File: config.mk
export PLATFORM = sky130hd
export DESIGN_NAME = mal_hash
export DESIGN_NICKNAME = d
export VERILOG_FILES = /design/src/sv/mal_pkg.sv /design/src/sv/mal_hash.sv
export SDC_FILE = /design/constraint.sdc
export NUM_CORES = 1
export LEC_CHECK = 0
export BUFFER_PORTS_ARGS = -buffer_cell sky130_fd_sc_hd__buf_2
export CAP_MARGIN = 20
export CORE_MARGIN = 2
export CORE_UTILIZATION = 50
export DETAILED_ROUTE_END_ITERATION = 8
export PLACE_DENSITY = 0.83
export RECOVER_POWER = 100
export SYNTH_ARGS = -nofsm -noshare
export SYNTH_HDL_FRONTEND = slang
export SYNTH_SLANG_ARGS = --single-unit
File: constraint.sdc
create_clock -name vclk -period 15.08
set_clock_uncertainty 0.05 [all_clocks]
set_input_delay 3.016 -clock vclk [all_inputs]
set_output_delay 3.016 -clock vclk [all_outputs]
set_load 0.03 [all_outputs]
File: src/sv/mal_pkg.sv
// Shared types, constants and hash helpers for the MAC learning table.
package mal_pkg;

	localparam int BUCKETS  = 128;
	localparam int WAYS     = 4;
	localparam int BUCKET_W = $clog2(BUCKETS);
	localparam int WAY_W    = (WAYS > 1) ? $clog2(WAYS) : 1;
	localparam int MAC_W    = 48;
	localparam int PORT_W   = 8;
	localparam int TIME_W   = 32;

	localparam logic [1:0] CMD_LOOKUP = 2'd0;
	localparam logic [1:0] CMD_LEARN  = 2'd1;
	localparam logic [1:0] CMD_TOUCH  = 2'd2;
	localparam logic [1:0] CMD_DELETE = 2'd3;

	localparam logic [1:0] ST_DONE      = 2'd0;
	localparam logic [1:0] ST_NOT_FOUND = 2'd1;
	localparam logic [1:0] ST_PRESENT   = 2'd2;
	localparam logic [1:0] ST_FULL      = 2'd3;

	typedef struct packed {
		logic              valid;
		logic [MAC_W-1:0]  mac;
		logic [PORT_W-1:0] port;
		logic [TIME_W-1:0] stamp;
	} way_t;

	typedef way_t [WAYS-1:0] row_t;

	typedef struct packed {
		logic                re;
		logic [BUCKET_W-1:0] raddr;
		logic                we;
		logic [BUCKET_W-1:0] waddr;
	} tbl_req_t;

	// Remainder by eleven of a value below 66.
	function automatic logic [3:0] mod11_small(input logic [6:0] v);
		logic [6:0] r;
		if (v >= 7'd55)      r = v - 7'd55;
		else if (v >= 7'd44) r = v - 7'd44;
		else if (v >= 7'd33) r = v - 7'd33;
		else if (v >= 7'd22) r = v - 7'd22;
		else if (v >= 7'd11) r = v - 7'd11;
		else                 r = v;
		return r[3:0];
	endfunction

endpackage

File: src/sv/mal_hash.sv
// Bucket hash: little-endian word mod 11, xor bytes 4 and 5, mod bucket count.
module mal_hash (
	input  logic [mal_pkg::MAC_W-1:0]    mac,
	output logic [mal_pkg::BUCKET_W-1:0] bucket
);

	logic [31:0] w;
	logic [11:0] s;
	logic [10:0] x;
	logic [6:0]  v;
	logic [3:0]  r;
	logic [7:0]  h;

	assign w = {mac[23:16], mac[31:24], mac[39:32], mac[47:40]};

	// 2^10 is 1 mod 11: fold the word into ten-bit chunks
	assign s = {2'b00, w[9:0]} + {2'b00, w[19:10]} + {2'b00, w[29:20]} + {10'd0, w[31:30]};
	assign x = {1'b0, s[9:0]} + {9'd0, s[11:10]};
	// 32 is -1 mod 11; add 33 to stay positive
	assign v = {2'b00, x[4:0]} + 7'd33 - {1'b0, x[10:5]};
	assign r = mal_pkg::mod11_small(v);

	assign h = {4'd0, r} ^ mac[15:8] ^ mac[7:0];
	assign bucket = h[mal_pkg::BUCKET_W-1:0];

endmodule

==> flow_summary.yaml, run 1 <==
timing:
  maxSlewHeadroom_pct: 57.5
  period_share_pct: 90.0
  hold_viol: 0
  fmax_mhz: 73.7
  setup_violations: 0
  tightest_slew_ns: 0.636
  maxSlewViolCount: 0
  finalSetupTns_ns: 0
  fin_crit_ns: 13.58
  rsz0062_at_grt: "false"
yosys:
  avgSynthCellArea_sq_um: 8.42
  synthCells: 226
  synth_top_area_share_pct: 28.9
  synthMuxAreaShare_pct: 0.526
  synth_xor_area_share_pct: 15.5
  yosys.area.top_type: "ha_1"
  syn_nets: 332
  ys_top_cells_by_area: "ha_1 29%, fa_1 15%, xnor2_1 9.7%, inv_1 7.9%, xor2_1 4.1%"
  yosys.area_share.simple_pct: 12.4
  synthAdderAreaFrac_pct: 43.7
  synth-warning-count: 0
  synth_top_family_by_area: "adder cells"
  ys_seq_area_share_pct: 0
  syn_area_sq_um: 1900
  synth_compound_area_share_pct: 19.7
  ys_types: 48
worst_hold_path:
  hp-class: "input pin to primary output"
floorplan:
  start_util_pct: 52.0
  io_pins: 55
  fp.dieW_um: 65.7
  core_area_sq_um: 3660
  die-area_sq_um: 4320
  row_count: 22
  die_h_um: 65.7
layout:
  drive_above_1_share_pct: 21.2
  n_clock_buffer: 0
  nFillCells: 350
  syn2layout_area_growth_pct: 16.5
  seq_cell_count: 0
  multi_input_area_sq_um: 1750
  diodes: 0
  register_area_sq_um: 0
  nNetsFinal: 386
grt:
  grt-ovfl-total: 0
  grt_pass1_vias: 1606
  grt_usage_pct: 17.4
  antenna_found_initial: 0
  grt_max_degree: 11
  grt_pass1_wl_mm: 6.28
route:
  dr.pass1.iters: 4
  drcViolationCount: 0
  route.antenna.remaining_nets: 0
  vias: 1713
  routed_wl_mm: 3.59
  vias_per_cell: 5.25
  wl_per_cell_um: 11.0
  drtIter0Drc: 93
worst_setup_path:
  cpPeakStageDelay_ns: 0.51
  crit_fanout: 7
  start_kind: "input pin"
  crit_slowest_cell: "fa_1"
  cp-end-kind: "primary output"
  crit_type: "input pin to primary output"
  crit_arrival_ns: 10.51
  cp.required_ns: 12.01
status:
  status: "finished, final reports clean"
clock_tree:
  cts_resized: 0
  cts_setup_buffers: 0
  hold_buffers: 0
place:
  io_buffer_count: 53
  hpwl_mm: 3.23
  routabilityCongestion: 0.865
flow_run:
  cap_violations: 0
==> metal layers <==
metal	track usage, %	up-vias	part of all wire, %
met5	0	-	0
met1	21.2	791	43
li1	-	880	-
met2	34.8	40	53
met3	0.342	2	3.6
met4	1.04	0	0.20
==> cell usage after synthesis (2+ instances only) <==
cell type / count
and3_1: 2
ha_1: 44
o2111ai_1: 2
a31oi_1: 3
a21oi_1: 11
o211ai_1: 2
a31o_2: 2
xor2_1: 9
fa_1: 14
a21o_1: 8
inv_1: 40
nand4_1: 2
nand2_1: 16
nor2_1: 6
nand3_1: 2
xnor2_1: 21
o21ai_0: 5
or2_1: 2
nor3_1: 5
o21ai_1: 2
==> area by class of cell <==
type	count	share of cell area, %
Tap cell	48	2.71
Inverter	41	6.94
Multi-Input combinational cell	184	78.7
Timing Repair Buffer	53	11.6
==> final timing paths <==
| check | cells past startpoint | to | slack, ns | startpoint |
|---|---|---|---|---|
| max | 33 | bucket[3] | 1.50 | mac[23] |
| min | 3 | bucket[4] | 6.32 | mac[12] |
==> layout by cell type (no fill, tap or decap), types with 2 or more instances in the layout <==
cell type and count:
a21oi_1 11, o21ai_0 5, nor2_1 6, inv_1 41
a31o_2 2, or2_1 2, nand4_1 2, ha_1 44
a21o_1 8, and3_1 2, xnor2_1 21, nor3_1 5
nand3_1 2, clkbuf_1 6, o2111ai_1 2, fa_1 14
xor2_1 9, nand2_1 16, o21ai_1 2, o211ai_1 2
a31oi_1 3, buf_2 47
==> critical path, delay by kind of cell <==
| family | cells | cell delay, ns |
|---|---|---|
| adder cells (fa/ha/maj) | 9 | 2.99 |
| buffers and inverters | 7 | 0.83 |
| multiplexers | 1 | 0.48 |
| AND/OR/NAND/NOR | 7 | 1.25 |
| AO/OA/AOI/OAI | 5 | 0.93 |
| XOR/XNOR | 4 | 1.00 |
==> per-stage QoR <==
stage / instance area, sq um / std cells / setup WS [ns] / hold slack [ns] / utilization (%)
after floorplan: 1900 / 226 / 2.29 / 6.15 / -
after global placement: 2220 / 326 / 1.72 / 6.28 / 60.8
after detailed placement: 2220 / 326 / 1.70 / 6.28 / 60.8
after CTS: 2220 / 326 / 1.68 / 6.28 / 60.8
after global routing: 2220 / 326 / 1.01 / 6.34 / 60.6
final: 2220 / 326 / 1.50 / 6.32 / 60.6
==> kinds of logic (layout without fill, tap and decap cells) <==
logic type                 count (synthesis)  in the layout
AOI/OAI and AO/OA                         50             50
xor gates and xnor gates                  32             32
adders and majority gates                 58             58
buffers and inverters                     42             94
muxes                                      1              1
and+or+nand+nor                           43             43
Power of run 1 is not shown: default switching activity piles up to over one toggle a cycle in this logic, so the estimate is an artifact.
==> run 2, diff against run 1 <==
CORE_ASPECT_RATIO = 0.8   (was default)
==> flow_summary.yaml, run 2 (same netlist as run 1, synthesis figures left out) <==
floorplan:
  core_area_sq_um: 3730
  io_pins: 55
  die_h_um: 59.2
  die-area_sq_um: 4320
  row_count: 20
  fp.dieW_um: 73.0
  start_util_pct: 51.0
worst_setup_path:
  startpoint: "mac[23]"
  crit_arrival_ns: 10.67
  start_kind: "input pin"
  crit_fanout: 7
  crit_type: "input pin to primary output"
  crit_slowest_cell: "xor2_1"
  cp.required_ns: 12.01
  cp-end-kind: "primary output"
  crit_path_end: "bucket[1]"
  cpPeakStageDelay_ns: 0.53
place:
  dpl.cell_count: 322
  hpwl_mm: 3.35
  routabilityCongestion: 0.919
  io_buffer_count: 53
timing:
  tightest_slew_ns: 0.633
  finalSetupTns_ns: 0
  setup_violations: 0
  rsz0062_at_grt: "false"
  maxSlewHeadroom_pct: 57.6
  hold_viol: 0
  fmax_mhz: 72.8
  maxSlewViolCount: 0
  period_share_pct: 91.1
  fin_crit_ns: 13.74
grt:
  antenna_found_initial: 0
  grt_pass1_vias: 1667
  grt_usage_pct: 19.3
  grt_max_degree: 11
  grt-ovfl-total: 0
  grt_pass1_wl_mm: 6.87
worst_hold_path:
  hp-class: "input pin to primary output"
layout:
  nFillCells: 337
  nNetsFinal: 386
  final_cell_mix: "48 x buf_2, 44 x ha_1, 41 x inv_1, 21 x xnor2_1, 16 x nand2_1"
  drive_above_1_share_pct: 21.2
  final_cells: 322
  seq_cell_count: 0
  n_clock_buffer: 0
  syn2layout_area_growth_pct: 16.1
  final_common_cell: "buf_2"
  diodes: 0
  register_area_sq_um: 0
route:
  vias: 1742
  routed_wl_mm: 3.84
  vias_per_cell: 5.41
  drcViolationCount: 0
  wl_per_cell_um: 11.9
  dr.pass1.iters: 4
  route.antenna.remaining_nets: 0
  drtIter0Drc: 57
status:
  status: "finished, final reports clean"
clock_tree:
  cts_resized: 0
  cts_setup_buffers: 0
  hold_buffers: 0
flow_run:
  cap_violations: 0
==> run 2: cell type report <==
type | instances | area (sq um) | area share, %
timing repair buffer | 53 | 259 | 11.7
tap | 44 | 55.1 | 2.49
multi-input combinational | 184 | 1740 | 78.8
inverter | 41 | 154 | 6.96
==> run 2: stage by stage <==
step	setup slack (ns)	utilization (%)	cell area, sq um	hold WS, ns
after global routing	0.671	59.3	2210	6.34
after CTS	1.59	59.5	2220	6.28
after detailed placement	1.62	59.5	2220	6.28
final	1.34	59.3	2210	6.32
after global placement	1.73	59.5	2220	6.28
after floorplan	2.29	-	1900	6.15
==> run 2: how the worst min path moves through the flow <==
stage,depth (start not counted),endpoint,slack [ns],start
2_1_floorplan,1,bucket[4],6.15,mac[12]
3_3_place_gp,3,bucket[5],6.28,mac[13]
3_5_place_dp,3,bucket[6],6.28,mac[14]
4_1_cts,3,bucket[6],6.28,mac[14]
5_1_grt,3,bucket[5],6.34,mac[13]
6_report,3,bucket[6],6.32,mac[14]
==> run 2: worst max-delay path: cells and delay by family <==
| family | cells | cell delay, ns |
|---|---|---|
| fa+ha+maj | 9 | 3.00 |
| simple gates | 6 | 1.20 |
| compound gates | 6 | 1.08 |
| xor+xnor | 4 | 1.05 |
| buf+inv | 7 | 0.84 |
| mux | 1 | 0.48 |
==> run 2: metal layers <==
layer	track usage, %	share of wire, %	vias up
li1	-	-	878
met1	27.3	46	812
met2	34.3	49	50
met3	0.680	5.1	2
met4	1.59	0.26	0
met5	0	0	-
Power of run 2 is left out for the same reason.
==> run 3, diff against run 2 <==
CORE_UTILIZATION = 56   (was 50)
PLACE_DENSITY = 0.91   (was 0.83)
SLEW_MARGIN = 20   (was default)
clock period = 13.4 ns   (was 15.08 ns; I/O delays follow)
==> flow_summary.yaml, run 3 (same netlist as run 1, synthesis figures left out) <==
status:
  status: "finished, final reports clean"
flow_run:
  cap_violations: 0
layout:
  final_common_cell: "buf_2"
  diodes: 0
  n_clock_buffer: 0
  syn2layout_area_growth_pct: 16.6
  final_cell_mix: "48 x buf_2, 44 x ha_1, 40 x inv_1, 21 x xnor2_1, 16 x nand2_1"
  register_area_sq_um: 0
  utilization_pct: 69.9
  drive_above_1_share_pct: 22.9
  final_cells: 319
  seq_cell_count: 0
  nFillCells: 250
  nNetsFinal: 387
worst_setup_path:
  crit_slowest_cell: "fa_1"
  cpPeakStageDelay_ns: 0.71
  start_kind: "input pin"
  cp-end-kind: "primary output"
  crit_arrival_ns: 10.16
  crit_type: "input pin to primary output"
  startpoint: "mac[23]"
  crit_fanout: 8
  crit_path_end: "bucket[3]"
  cp.required_ns: 10.67
timing:
  setup_violations: 0
  rsz0062_at_grt: "false"
  tightest_slew_ns: 0.625
  fmax_mhz: 77.6
  finalSetupTns_ns: 0
  maxSlewHeadroom_pct: 58.2
  fin_crit_ns: 12.89
  period_share_pct: 96.2
  hold_viol: 0
  fin_ws_ns: 0.506
  maxSlewViolCount: 0
floorplan:
  io_pins: 55
  start_util_pct: 59.9
  die_h_um: 56.1
  row_count: 18
  die-area_sq_um: 3880
  fp.dieW_um: 69.2
  core_area_sq_um: 3180
place:
  io_buffer_count: 53
  hpwl_mm: 3.31
  pre_cts_slack_ns: 0.537
  dpl.cell_count: 319
  routabilityCongestion: 0.799
grt:
  grt_pass1_wl_mm: 6.71
  antenna_found_initial: 0
  grt_usage_pct: 19.7
  grt_pass1_vias: 1624
  grt_max_degree: 11
  grt-ovfl-total: 0
route:
  routed_wl_mm: 3.74
  drcViolationCount: 0
  wl_per_cell_um: 11.7
  route.antenna.remaining_nets: 0
  dr.pass1.iters: 4
  vias: 1711
  drtIter0Drc: 48
  vias_per_cell: 5.36
clock_tree:
  hold_buffers: 0
  cts_setup_buffers: 0
  cts_resized: 0
worst_hold_path:
  hp-class: "input pin to primary output"
-- run 3: cell types whose count changed in the layout (fill, tap and decap cells not counted), sizes merged --
| cell | delta |
|---|---|
| buf | +1 |
-- run 3: layout make-up --
class              count  area (sq um)  share of cell area (%)
multi-input cells    184          1750                    78.7
repair buffers        54           269                    12.1
inverters             41           154                    6.94
well taps             40          50.0                    2.26
-- run 3: worst min-delay path by stage --
stage	from	cells after the start	to
floorplan	mac[12]	1	bucket[4]
global placement	mac[14]	3	bucket[6]
detailed placement	mac[14]	3	bucket[6]
CTS	mac[12]	3	bucket[4]
global route	mac[13]	3	bucket[5]
finish	mac[14]	3	bucket[6]
-- run 3: metal layers --
layer	share of wire, %	up-vias	global-route usage (%)
met5	0	-	0
met1	46	769	28.5
met3	7.0	2	0.181
met2	46	59	34.8
met4	0.56	0	0.840
li1	-	881	-
-- run 3: through the flow --
step / area [sq um] / hold slack, ns
after CTS: 2220 / 5.61
after floorplan: 1900 / 5.48
final: 2220 / 5.65
after detailed placement: 2220 / 5.61
after global routing: 2220 / 5.66
after global placement: 2220 / 5.61
-- run 3: worst max-delay path, delay by kind of cell --
kind,cells,cell delay (ns)
and+or+nand+nor,5,1.28
adders and majority gates,9,3.32
AOI/OAI and AO/OA,7,1.39
buffers and inverters,7,0.74
xor gates and xnor gates,4,0.73
Power of run 3 is left out for the same reason.
